### src/rtl/fps_pkg.sv
// Shared types, constants and helpers for the fast packet segmenter.
// No dependencies; imported by every module of the block.
`timescale 1ns / 1ps
`default_nettype none
package fps_pkg;

  localparam int FPS_TABLE_ENTRIES = 256;
  localparam int QUEUE_DEPTH       = 4;

  localparam int ID_W   = 29;
  localparam int LEN_W  = 8;
  localparam int BYTE_W = 8;
  localparam int PGN_W  = 17;
  localparam int SEQ_W  = 3;
  localparam int POS_W  = 3;
  localparam int FIDX_W = 5;
  localparam int FLEN_W = 4;
  localparam int DATA_W = 64;

  localparam logic [7:0]        PF_PDU2_MIN   = 8'd240;
  localparam logic [BYTE_W-1:0] PAD_BYTE      = 8'hFF;
  localparam logic [POS_W-1:0]  POS_FAST_HEAD = 3'd2;
  localparam logic [POS_W-1:0]  POS_LAST      = 3'd7;
  localparam logic [FLEN_W-1:0] FLEN_FULL     = 4'd8;

  typedef enum logic [1:0] {
    SRCH_IDLE,
    SRCH_LOOK,
    SRCH_CMP,
    SRCH_DONE
  } srch_state_t;

  // One classified payload byte as passed from front to back.
  typedef struct packed {
    logic [ID_W-1:0]   can_id;
    logic [LEN_W-1:0]  msg_len;
    logic [BYTE_W-1:0] data_byte;
    logic              fast;
    logic              is_start;
    logic [POS_W-1:0]  pos;
    logic              closes;
    logic              lastf;
    logic [SEQ_W-1:0]  seq;
  } fps_item_t;

  // PGN from an extended id; PDU1 formats carry no group extension.
  function automatic logic [PGN_W-1:0] pgn_of(input logic [ID_W-1:0] id);
    logic [PGN_W-1:0] pgn;
    pgn = id[24:8];
    if (pgn[15:8] < PF_PDU2_MIN) begin
      pgn[7:0] = 8'd0;
    end
    return pgn;
  endfunction

endpackage
`default_nettype wire

### src/rtl/fps_queue.sv
// Short flip-flop queue of classified items between front and back.
// Depends on fps_pkg for the item type and the depth.
`timescale 1ns / 1ps
`default_nettype none
module fps_queue (
  input  wire                 clk,
  input  wire                 rst_n,
  input  wire                 push,
  input  fps_pkg::fps_item_t  push_item,
  output logic                full,
  input  wire                 pop,
  output logic                q_valid,
  output fps_pkg::fps_item_t  q_item
);
  import fps_pkg::*;

  localparam int AW = (QUEUE_DEPTH > 1) ? $clog2(QUEUE_DEPTH) : 1;
  localparam int CW = $clog2(QUEUE_DEPTH + 1);

  fps_item_t        slot_r [QUEUE_DEPTH];
  logic [AW-1:0]    wr_ptr_r, rd_ptr_r;
  logic [CW-1:0]    cnt_r;

  assign full    = (cnt_r == CW'(QUEUE_DEPTH));
  assign q_valid = (cnt_r != '0);
  assign q_item  = slot_r[rd_ptr_r];

  always_ff @(posedge clk) begin
    if (push) begin
      slot_r[wr_ptr_r] <= push_item;
    end
  end

  always_ff @(posedge clk) begin
    if (!rst_n) begin
      wr_ptr_r <= '0;
      rd_ptr_r <= '0;
      cnt_r    <= '0;
    end else begin
      if (push) begin
        wr_ptr_r <= (wr_ptr_r == AW'(QUEUE_DEPTH - 1)) ? '0 : wr_ptr_r + 1'b1;
      end
      if (pop) begin
        rd_ptr_r <= (rd_ptr_r == AW'(QUEUE_DEPTH - 1)) ? '0 : rd_ptr_r + 1'b1;
      end
      case ({push, pop})
        2'b10:   cnt_r <= cnt_r + 1'b1;
        2'b01:   cnt_r <= cnt_r - 1'b1;
        default: cnt_r <= cnt_r;
      endcase
    end
  end

endmodule
`default_nettype wire

### config.mk
export PLATFORM = sky130hd
export DESIGN_NAME = fps_queue
export DESIGN_NICKNAME = d
export VERILOG_FILES = /design/src/rtl/fps_pkg.sv /design/src/rtl/fps_queue.sv
export SDC_FILE = /design/constraint.sdc
export NUM_CORES = 1
export LEC_CHECK = 0
export ABC_CLOCK_PERIOD_IN_PS = 2300
export BUFFER_PORTS_ARGS = -buffer_cell sky130_fd_sc_hd__buf_4
export CAP_MARGIN = 10
export CORE_MARGIN = 4
export CORE_UTILIZATION = 51
export DETAILED_ROUTE_END_ITERATION = 12
export PLACE_DENSITY_LB_ADDON = 0.08
export SYNTH_ARGS = -nofsm -noshare
export SYNTH_HDL_FRONTEND = slang
export SYNTH_SLANG_ARGS = --single-unit
### constraint.sdc
create_clock -name clk -period 2.3 [get_ports clk]
set_clock_uncertainty 0.1 [all_clocks]
set_input_delay 0.115 -clock clk [delete_from_list [all_inputs] [get_ports clk]]
set_output_delay 0.115 -clock clk [all_outputs]
set_load 0.01 [all_outputs]
Word level (Yosys, flattened, before mapping)
Memory sizes are Yosys's and may differ from the RTL's. A register that Yosys moved wholly into a read port is not among the register bits.
Cells that the tools add are included.
{"block": "totals", "n_memories": 1, "word_cells": 22, "mem_bits_rw": 220, "reg_bits": 7}
{"name": "slot_r", "words": 4, "word_bits": 55, "rd": 1, "rd_ports_with_merged_regs": 1, "write_ports": 1, "line_no": "fps_queue.sv:20", "text": "fps_item_t slot_r [QUEUE_DEPTH];"}
{"block": "op_classes", "n_reduce_logical": 2, "eq_ne": 5, "mux": 7, "addsub": 4}
{"operator": "$mux W2", "n": 4}
{"operator": "$eq A2 B2 Y1 const B", "n": 3}
{"operator": "$pmux W3 S2", "n": 1}
{"operator": "$add A2 B1 Y2 const B", "n": 2}
{"operator": "$add A3 B1 Y3 const B", "n": 1}
{"operator": "$eq A3 B3 Y1 const B", "n": 1}
{"operator": "$reduce_bool A3 Y1", "n": 1}
{"operator": "$sub A3 B1 Y3 const B", "n": 1}
{"operator": "$eq A2 B1 Y1 const B", "n": 1}
{"operator": "$mux W1", "n": 2}
{"operator": "$reduce_bool A2 Y1", "n": 1}

Longest topological paths before layout
{"block": "depth", "word_depth": 4, "depth_mapped": 6}

Worst setup path before layout
Ideal clock, no wire load.
{"block": "synth_path", "path_kind": "register to register", "start": "reg wr_ptr_r[0]", "end": "mem slot_r[3][0] (netlist bit) (enable)", "synth_period_minus_slack_ns": 2.373, "arrival_ns": 1.855, "stages_incl_launch_ff": 3, "required_time_ns": 1.782, "n_path_buf": 0, "slack_ns": -0.073, "cell_sequence": "dfxtp_1 > ha_1 > and2_1"}
{"item": "start, declared", "line_no": "fps_queue.sv:21", "text": "logic [AW-1:0] wr_ptr_r, rd_ptr_r;"}
{"item": "start signal, assigned", "line_no": "fps_queue.sv:41", "text": "wr_ptr_r <= (wr_ptr_r == AW'(QUEUE_DEPTH - 1)) ? '0 : wr_ptr_r + 1'b1;"}
{"item": "end, declared", "line_no": "fps_queue.sv:20"}
No word-level cell before the write port.

==> impl_metrics.ini <==
[floorplanning]
ios = 116
core_region_area_um2 = 16100
rows = 46
die_height_um = 137
chipWidth_um = 137
die_outline_area_um2 = 18700
start_util = 0.527

[logic_synthesis]
yosys_warnings = 0
compound_gate_fraction_of_synth_area = 0.00296
synth-xor-area-share = 0.00207
yosys.area_share.simple = 0.0115
mapped_avg_cell_area_um2 = 25.6
synth_top_family_by_area = multiplexers
ys_seq_area_frac = 0.802
synthesis.area_um2 = 8460
synthAdderAreaFrac = 0.0112
synthMuxAreaShare = 0.152
synth_cell_types = 21
netlist_instances = 330
synth.net_count = 396
synth.ff_latch_count = 229

[pwr]
power_switching_share = 0.201
p_sw_mw = 1.87
share_seq_of_total_power = 0.516
clock_power_share = 0.383
peakVddDrop_mv = 0.720
p_per_area_nw_per_um2 = 850
static_leakage_nw = 3.77
internal-power_mw = 7.44
combinational_power_share = 0.101

[outcome]
outcome = completed

[global_route]
antenna_found_initial = 0
global_route_wire_length_before_repair_um = 22800
overflow = 0
overall_global_routing_resource_usage = 0.160
grt_pass1_vias = 4217
largest_net_degree_at_the_start_of_global_routing = 56

[clock_network]
max-clock-path-buffers = 3
path_clk_slew_ns = 0.06
cts_buffers = 23
cts_tree = done
cts.sinks = 229
htreeDepth = 1
clock_tree_root_buffer_cell = clkbuf_16
worst_skew_pair.late_latency_ns = 0.49

[route]
dr.first_iter.drc_count = 201
drt_wl_total_um = 14700
drt_drc_violations_left = 0
vias = 3964
final_antenna_net_count = 0
drt-wirelength-per-cell_um = 19.4
drt_pre_antenna_iters = 6
route.detailed.vias_per_inst = 5.22

[timing]
max_clk_rate_mhz = 467
report.final.hold_viol_count = 0
tns_ns = 0
finalWorstPathRequiredPeriod_ns = 2.14
tightest_slew_ns = 0.641
max_slew_margin = 0.573
final_worst_path_period_share = 0.930
grt_setup_unrepaired = no
timing.final.ws_setup_ns = 0.161
holdWs_ns = 0.269
setup_violations = 0
finalMaxSlewViolations = 0

[critical_path]
cp.required_ns = 2.09
setup.worst_path.start_class = flop
endpoint_kind = output port
crit_path_max_incr_delay_ns = 0.59
critPathKind = flop to output port
cpMaxStageDelayCell = mux4_1
arrival_ns = 1.92
crit_chain = buf_16 -> mux4_1 -> buf_4
critPathBufInv = 2
critPathMaxFanout = 25
critical-path-top-delay-family = multiplexers

[cells_and_area]
most_frequent_standard_cell_in_the_layout_excluding_fill_and_tap_cells = edfxtp_1
antenna_cells_inserted = 0
nFillCells = 1040
layout.cells.most_common_list = 220 x edfxtp_1, 119 x buf_4, 58 x dlygate4sd3_1, 50 x mux4_2, 23 x clkbuf_16
layout-drive-gt1-share = 0.389
area_delta_synth_final_pct = 29.4
design.final.nets = 593
final_core_util = 0.682
post-route-cell-area_um2 = 11000

[placement]
place.gp.congestion = 0.665
io_buffer_count = 115
dp_hpwl_um = 8610
worst_setup_slack_post_dpl_ns = 0.388
placed_cell_area_um2 = 9620

[run]
max_cap_viol_count = 0

[worst_hold_path]
min_path_type = input pin to flop
==> synth_stat cells <==
library cell,number,area share
or3_1,2,0.0015
buf_6,1,0.0013
nor3b_1,3,0.0027
buf_12,5,0.012
nor2b_1,5,0.0037
edfxtp_1,220,0.78
dfxtp_1,9,0.021
mux4_1,5,0.016
ha_1,6,0.0089
and2_1,5,0.0037
mux2i_1,3,0.0035
mux4_2,50,0.13
o21a_1,1,0.00089
buf_2,5,0.0030
xnor2_1,2,0.0021
inv_1,3,0.0013
a21oi_1,1,0.00059
clkbuf_2,1,0.00059
o21ai_0,1,0.00059
fa_1,1,0.0024
a21boi_0,1,0.00089
==> cells by family after synthesis <==
group,Yosys count
compound gates,4
xor+xnor,2
fa+ha+maj,7
buf+inv,15
flops,229
mux,58
simple gates,15
==> power groups by stage <==
stage          Sequential (mW)  Clock [mW]  Combinational, mW
6_report                  4.80        3.57              0.941
5_1_grt                   4.81        3.83               1.02
4_1_cts                   4.80        3.66              0.965
3_5_place_dp              4.90           0              0.868
3_3_place_gp              4.89           0              0.859
2_1_floorplan             4.87           0              0.466
==> per-stage QoR <==
step	std cells	total power, mW
after floorplan	330	5.34
after global placement	658	5.75
after detailed placement	658	5.76
after CTS	759	9.43
after global routing	759	9.66
final	759	9.31
==> layout make-up <==
cell class / instances / area, um^2 / area share
flip-flops and latches: 229 / 6790 / 0.620
repair buffers: 184 / 1620 / 0.148
multi-input cells: 86 / 1530 / 0.140
clock buffers: 29 / 598 / 0.0546
well taps: 216 / 270 / 0.0247
clock inverters: 12 / 130 / 0.0119
inverters: 3 / 11.3 / 0.00103
==> sequential cells by signal (all words and copies together) (netlist names), named ones only <==
name	cells
slot_r	220
cnt_r	3
rd_ptr_r	2
wr_ptr_r	2
==> path summary, 6_finish.rpt <==
check / end / from / slack, ns / cells after the start
max: q_item[45] / flop / 0.16 / 3
min reg2reg: cnt_r[2] / cnt_r[2] / 0.43 / 2
min: slot_r[3][39] / push_item[39] / 0.27 / 2
max reg2reg: slot_r[0][15] / wr_ptr_r[0] / 0.41 / 4
==> layer usage <==
layer | vias to the layer above | global-route usage | wire length [um]
met5 | - | 0 | 0
met4 | 0 | 0.0360 | 212
li1 | 1803 | - | -
met3 | 17 | 0.0338 | 716
met2 | 91 | 0.272 | 7710
met1 | 2053 | 0.217 | 6100
==> timing repair <==
item | CTS | global route
resized for setup | 1 | 0
hold buffers | 58 | 0
buffers inserted | 2 | 0
hold endpoints to repair | 229 | 0
endpoints found under the setup margin | 1 | 0
No activity file was read; power rests on OpenSTA's default activity.
