==> config.mk <==
export PLATFORM = sky130hd
export DESIGN_NAME = fps_back
export DESIGN_NICKNAME = d
export VERILOG_FILES = /design/src/rtl/fps_pkg.sv /design/src/rtl/fps_back.sv
export SDC_FILE = /design/constraint.sdc
export NUM_CORES = 1
export LEC_CHECK = 0
export ABC_AREA = 1
export BUFFER_PORTS_ARGS = -buffer_cell sky130_fd_sc_hd__buf_2
export CORE_ASPECT_RATIO = 0.8
export CORE_MARGIN = 2
export CORE_UTILIZATION = 35
export CTS_CLUSTER_DIAMETER = 120
export DETAILED_ROUTE_END_ITERATION = 7
export GPL_TIMING_DRIVEN = 0
export SYNTH_ARGS = -nofsm -noshare
export SYNTH_HDL_FRONTEND = slang
export SYNTH_SLANG_ARGS = --single-unit
==> constraint.sdc <==
create_clock -name clk -period 2.95 [get_ports clk]
set_clock_uncertainty 0.15 [all_clocks]
set_input_delay 0 -clock clk [delete_from_list [all_inputs] [get_ports clk]]
set_output_delay 0 -clock clk [all_outputs]
set_load 0.02 [all_outputs]
==> src/rtl/fps_pkg.sv <==
// Shared types, constants and helpers for the fast packet segmenter.
// No dependencies; imported by every module of the block.
`timescale 1ns / 1ps
`default_nettype none
package fps_pkg;

  localparam int FPS_TABLE_ENTRIES = 256;
  localparam int QUEUE_DEPTH       = 4;

  localparam int ID_W   = 29;
  localparam int LEN_W  = 8;
  localparam int BYTE_W = 8;
  localparam int PGN_W  = 17;
  localparam int SEQ_W  = 3;
  localparam int POS_W  = 3;
  localparam int FIDX_W = 5;
  localparam int FLEN_W = 4;
  localparam int DATA_W = 64;

  localparam logic [7:0]        PF_PDU2_MIN   = 8'd240;
  localparam logic [BYTE_W-1:0] PAD_BYTE      = 8'hFF;
  localparam logic [POS_W-1:0]  POS_FAST_HEAD = 3'd2;
  localparam logic [POS_W-1:0]  POS_LAST      = 3'd7;
  localparam logic [FLEN_W-1:0] FLEN_FULL     = 4'd8;

  typedef enum logic [1:0] {
    SRCH_IDLE,
    SRCH_LOOK,
    SRCH_CMP,
    SRCH_DONE
  } srch_state_t;

  // One classified payload byte as passed from front to back.
  typedef struct packed {
    logic [ID_W-1:0]   can_id;
    logic [LEN_W-1:0]  msg_len;
    logic [BYTE_W-1:0] data_byte;
    logic              fast;
    logic              is_start;
    logic [POS_W-1:0]  pos;
    logic              closes;
    logic              lastf;
    logic [SEQ_W-1:0]  seq;
  } fps_item_t;

  // PGN from an extended id; PDU1 formats carry no group extension.
  function automatic logic [PGN_W-1:0] pgn_of(input logic [ID_W-1:0] id);
    logic [PGN_W-1:0] pgn;
    pgn = id[24:8];
    if (pgn[15:8] < PF_PDU2_MIN) begin
      pgn[7:0] = 8'd0;
    end
    return pgn;
  endfunction

endpackage
`default_nettype wire

==> src/rtl/fps_back.sv <==
// Back end: assembles frame bytes from queued items and holds the
// finished frame in the output register. Depends on fps_pkg.
`timescale 1ns / 1ps
`default_nettype none
module fps_back (
  input  wire                         clk,
  input  wire                         rst_n,
  input  wire                         q_valid,
  input  fps_pkg::fps_item_t          q_item,
  output logic                        q_pop,
  output logic                        out_valid,
  input  wire                         out_stall,
  output logic [fps_pkg::ID_W-1:0]    out_can_id,
  output logic [fps_pkg::DATA_W-1:0]  out_frame_data,
  output logic [fps_pkg::FLEN_W-1:0]  out_frame_len,
  output logic                        out_last_frame
);
  import fps_pkg::*;

  logic [DATA_W-1:0] buf_r, buf_nxt;
  logic [FIDX_W-1:0] fidx_r, fidx_nxt;
  logic [SEQ_W-1:0]  seq_r, seq_nxt;
  logic              out_valid_r;

  logic [DATA_W-1:0] base, asm_data, pad_data;
  logic [FIDX_W-1:0] fidx_base;
  logic              head_fast;

  assign q_pop     = q_valid && !(q_item.closes && out_valid_r && out_stall);
  assign out_valid = out_valid_r;
  assign head_fast = q_item.is_start && q_item.fast;

  always_comb begin
    if (!q_item.is_start) begin
      base = buf_r;
    end else if (q_item.fast) begin
      base = {{(DATA_W-16){1'b0}}, q_item.msg_len, q_item.seq, {FIDX_W{1'b0}}};
    end else begin
      base = '0;
    end
    seq_nxt   = head_fast ? q_item.seq : seq_r;
    fidx_base = q_item.is_start ? '0 : fidx_r;

    // Drop the byte into place; pad the tail of a closing fast frame.
    for (int k = 0; k < 8; k++) begin
      if (q_item.pos == POS_W'(k)) begin
        asm_data[8*k +: 8] = q_item.data_byte;
        pad_data[8*k +: 8] = q_item.data_byte;
      end else begin
        asm_data[8*k +: 8] = base[8*k +: 8];
        if (q_item.fast && (POS_W'(k) > q_item.pos)) begin
          pad_data[8*k +: 8] = PAD_BYTE;
        end else begin
          pad_data[8*k +: 8] = base[8*k +: 8];
        end
      end
    end

    fidx_nxt = fidx_base;
    buf_nxt  = asm_data;
    if (q_item.closes && !q_item.lastf) begin
      fidx_nxt = fidx_base + 1'b1;
      buf_nxt  = {{(DATA_W-8){1'b0}}, seq_nxt, fidx_base + 1'b1};
    end
  end

  always_ff @(posedge clk) begin
    if (q_pop && q_item.closes) begin
      out_can_id     <= q_item.can_id;
      out_frame_data <= pad_data;
      out_frame_len  <= q_item.fast ? FLEN_FULL : {1'b0, q_item.pos} + 1'b1;
      out_last_frame <= q_item.lastf;
    end
  end

  always_ff @(posedge clk) begin
    if (!rst_n) begin
      buf_r       <= '0;
      fidx_r      <= '0;
      seq_r       <= '0;
      out_valid_r <= 1'b0;
    end else begin
      if (q_pop) begin
        buf_r  <= buf_nxt;
        fidx_r <= fidx_nxt;
        seq_r  <= seq_nxt;
      end
      if (q_pop && q_item.closes) begin
        out_valid_r <= 1'b1;
      end else if (!out_stall) begin
        out_valid_r <= 1'b0;
      end
    end
  end

endmodule
`default_nettype wire

## Word-level counts from Yosys, hierarchy flattened

Index checks and enable logic that the tools add are counted.

- Add/subtract/negate cells: 2
- Magnitude comparators: 8
- Eq/ne operators: 8
- Muxes and demuxes: 32
- Reduce and logical (&&, ||, !) cells: 17

Operators with widths:

| operator | number |
|---|---|
| 8-bit 2-to-1 mux | 24 |
| 64-bit 2-to-1 mux | 2 |
| 16-bit 2-to-1 mux | 1 |
| 1-bit logical AND | 14 |
| 3-bit equality test, second input constant | 4 |
| 3-bit > comparator, first input constant | 4 |
| 5-bit 2-to-1 mux | 2 |
| 3-bit by 2-bit equality test with 1-bit output, second input constant | 2 |
| 1-bit by 3-bit > comparator with 1-bit output, first input constant | 2 |
| 2-bit by 3-bit > comparator with 1-bit output, first input constant | 2 |
| 5-bit by 1-bit adder with 5-bit output, second input constant | 1 |
| 3-bit by 1-bit adder with 4-bit output, second input constant | 1 |
| 3-bit by 1-bit equality test with 1-bit output, second input constant | 1 |
| 3-bit logical NOT | 1 |
| 3-bit 2-to-1 mux | 1 |
| 1-bit logical NOT | 2 |
| 1-bit 2-to-1 mux | 2 |
| 2-bit by 1-bit inequality test with 1-bit output, second input constant | 1 |

- Flip-flop bits (word level): 171
- Input bits: 59
- Output and inout bits: 100
- Word-level logic and storage cells: 75

## Longest topological paths before layout

- Depth in word-level cells: 6
- Gate-level depth with buffers: 13
- Mapped depth without buffers: 12

## Worst setup path before layout

Ideal clock, no wire load.

- Path kind: register to register
- From: register out_valid_r, in the netlist out_valid
- To: register out_can_id[0] in the netlist's numbering, enable pin
- Library setup time: 452 ps
- Arrival time: 2,775 ps
- Required time: 2,348 ps
- Path slack: -427 ps
- Stages on the path, launching flop included: 7
- Buffers on the path: 1
- Period minus slack after synthesis: 3,377 ps
- Path through: dfxtp_1 > nand3_1 > nand2_1 > inv_1 > buf_2 > nand2_1 > inv_1

- Longest elaborated chain between the ends: 5

Ends and longest elaborated chain:

| item | RTL line | RTL |
|---|---|---|
| start, declared | fps_back.sv:23 | `logic out_valid_r;` |
| start signal, assigned | fps_back.sv:81 | `out_valid_r <= 1'b0;` |
| start signal, assigned | fps_back.sv:89 | `out_valid_r <= 1'b1;` |
| start signal, assigned | fps_back.sv:91 | `out_valid_r <= 1'b0;` |
| 1-bit logical AND (2 in series) | fps_back.sv:29 | `assign q_pop = q_valid && !(q_item.closes && out_valid_r && out_stall);` |
| 1-bit logical NOT | fps_back.sv:29 |  |
| 1-bit logical AND | fps_back.sv:29 |  |
| 1-bit logical AND | fps_back.sv:68 | `if (q_pop && q_item.closes) begin` |
| end signal, assigned | fps_back.sv:69 | `out_can_id <= q_item.can_id;` |
| end, declared | fps_back.sv:13 | `output logic [fps_pkg::ID_W-1:0] out_can_id,` |

No other way between the ends.
A chain may end at the register's enable or synchronous reset.

## Worst setup path after layout

- From: register out_valid_r, in the netlist out_valid
- To: register out_can_id[7] in the netlist's numbering, enable pin

Same word-level chain as after synthesis.

==> metrics.txt <==
status=completed; Placer Congestion=around 0.85; overall routing resource usage=slightly below 20%; min Tclk post-route=approximately 2.2 ns; hold slack=around 0.06 ns; Synth Area per Inst=8.70 um^2; P&R area growth vs syn=33.1%; ant diodes=0; number of synthesized flops with an enable pin=98; Fillers=1999; CP arrival=~2.2 ns; Top cell by count, worst path=nand2_1; peak supply drop=between 0.0003 and 0.0004 V; Final Power=about 5.6 mW; kind of critical path=flip-flop to flip-flop; most frequent cells in the layout=nand2_1 (271), buf_2 (178), edfxtp_1 (98), nor2_1 (92), dfxtp_1 (73); type of destination of the critical path=flip-flop; min-delay worst type=input port to flip-flop; P_sw=~1.5 mW; Initial Util=a little over a third; vias in the first global route=6289; Core ar.=just over 0.02 mm^2; WL final=about 22 mm; clock tree buffer depth=2; YS warnings=0; final period utilization=about three quarters; CTS Root Cell=clkbuf_16; cell chain of the critical path=nand3_1 > nand2_1 > inv_1 > buf_2 > nand2_1 > clkinvlp_4 > buf_12; TritonCTS clock tree=done; Max-slew headroom=about 56%; Slew @ Worst Pin=about 0.66 ns; final hold viol count=0; row count=47; Clk pwr share=around two fifths; IO Port Bufs=approximately 160; power per cell area=~570 mW/mm^2; Flop pwr share=about 48%; Clock H-tree levels=4; max-cap violation count=0; Routed Antenna Nets=0; Crit path required time=2.97 ns; switching fraction of total power=27.1%; Power Internal=between 4 and 5 mW; share of cells above drive strength 1=about a fifth; top-level I/O count=roughly 160; commonest non-fill, non-tap cell in the layout=nand2_1; Synth Instances=between 800 and 900; Max Fanout on Critical Path=42; post-DP HPWL=~14 mm; Final Util=between 40% and 50%; first-pass GRT wire length=roughly 34 mm; chip height=~130 um; Nets=1161; post-route cell area=between 0.009 and 0.01 mm^2; largest net degree at the start of global routing=between 40 and 50; Startpoint Class=flip-flop; Primary FF master, synth=edfxtp_1; number of DRC markers in iteration 0=between 600 and 700; clock latency on the worst-skew pair=0.44 ns; Mapped Area=0.00738 mm^2; post-synth cell types=27; Mapped Nets=913; Die Wd=about 170 um; Logic pwr share=12.1%; DR pass1 iterations=5; total grt overflow=0; WL per Instance=between 15 and 20 um; RSZ-0062 raised after global routing=false; Fmax=0.460 GHz; ys async rst share=0%; CTS Sinks=171; Leakage=roughly 4.3 nW; final setup fails=0; total CTS buffers=17; slowest stage delay, CP=roughly 0.37 ns; Synth Register Bits=171; via count=6651; Via density=about 4.8; clock edge transition at the registers on the reported setup and hold paths=approximately 0.070 ns; register area share after synthesis=59.7%; DRC=0; full die area=between 0.02 and 0.025 mm^2; max-slew violations=0; placed cell areas=0.00855 mm^2; CP max stage cell=clkinvlp_4; initial antenna violation count=0
[layout make-up]
class | count | area, um^2 | share of cell area (%)
flip-flops and latches | 171 | 4400 | 44.8
multi-input cells | 572 | 2530 | 25.8
repair buffers | 229 | 1520 | 15.5
clock buffers | 17 | 425 | 4.33
well taps | 269 | 337 | 3.42
inverters | 68 | 262 | 2.66
plain buffers | 38 | 190 | 1.93
clock inverters | 15 | 159 | 1.62
[sequential cells by signal (all words and copies together), names as in the netlist]
signal and count:
out_valid 1, out_last_frame 1, out_frame_len 4, out_can_id 29, seq_r 3, buf_r 64, fidx_r 5, out_frame_data 64
[final timing paths]
| check | to | slack [ns] | depth (start not counted) | from |
|---|---|---|---|---|
| hold / removal | buf_r[5] | 0.06 | 8 | q_item[8] |
| setup / recovery | out_can_id[7] | 0.77 | 7 | out_valid |
| setup reg to reg | out_can_id[7] | 0.77 | 7 | out_valid |
| hold reg to reg | buf_r[11] | 0.32 | 2 | buf_r[11] |
[Yosys cell counts (2+ instances only)]
cell type	instances	share of area (%)
ha_1	5	0.85
dfxtp_1	73	20
clkbuf_1	15	0.76
nand2_1	271	14
nand2_2	5	0.42
nand4_1	2	0.17
inv_1	63	3.2
buf_6	3	0.46
nor2_1	92	4.7
a22oi_1	6	0.61
or2_1	8	0.68
inv_2	3	0.15
o21ai_1	29	2.0
o21ai_0	26	1.8
a21oi_1	49	3.3
edfxtp_1	98	40
buf_2	20	1.4
nand3_1	72	4.9
[power by group through the flow]
stage                     Clock [mW]  Sequential, mW  Combinational, mW
after floorplan                    0            2.80              0.260
after global placement             0            2.71              0.582
after detailed placement           0            2.71              0.592
after CTS                       2.28            2.66              0.671
after global routing            2.39            2.66              0.731
final                           2.23            2.66              0.676
[critical path: cells and delay by family, from the launching register on]
| kind | cells | cell delay, ns |
|---|---|---|
| DFF | 1 | 0.35 |
| buffers and inverters | 4 | 1.00 |
| and+or+nand+nor | 3 | 0.35 |
[layer usage]
layer,track usage [%],routed length [um]
met5,0,0
met4,6.85,507
met3,4.66,1500
met2,30.6,9650
met1,26.1,9920
[per-stage QoR]
| stage | TNS, ns | setup WS (ns) | instances |
|---|---|---|---|
| 3_3_place_gp | -79.39 | -0.821 | 1276 |
| 2_1_floorplan | 0 | 0.00892 | 849 |
| 6_report | 0 | 0.775 | 1379 |
| 4_1_cts | 0 | 0.740 | 1379 |
| 5_1_grt | 0 | 0.625 | 1379 |
| 3_5_place_dp | 0 | 0.766 | 1278 |
[what timing repair did]
action	4_1_cts	5_1_grt
resized for setup	0	0
hold buffers	69	0
buffers inserted	0	0
hold endpoints to repair	105	0
[kinds of logic after synthesis]
logic type,synth area share (%)
adder cells (fa/ha/maj),0.847
AO/OA/AOI/OAI,7.93
buffers and inverters,6.07
flip-flops,59.7
AND/OR/NAND/NOR,25.5
No activity file was read; power rests on OpenSTA's default activity.
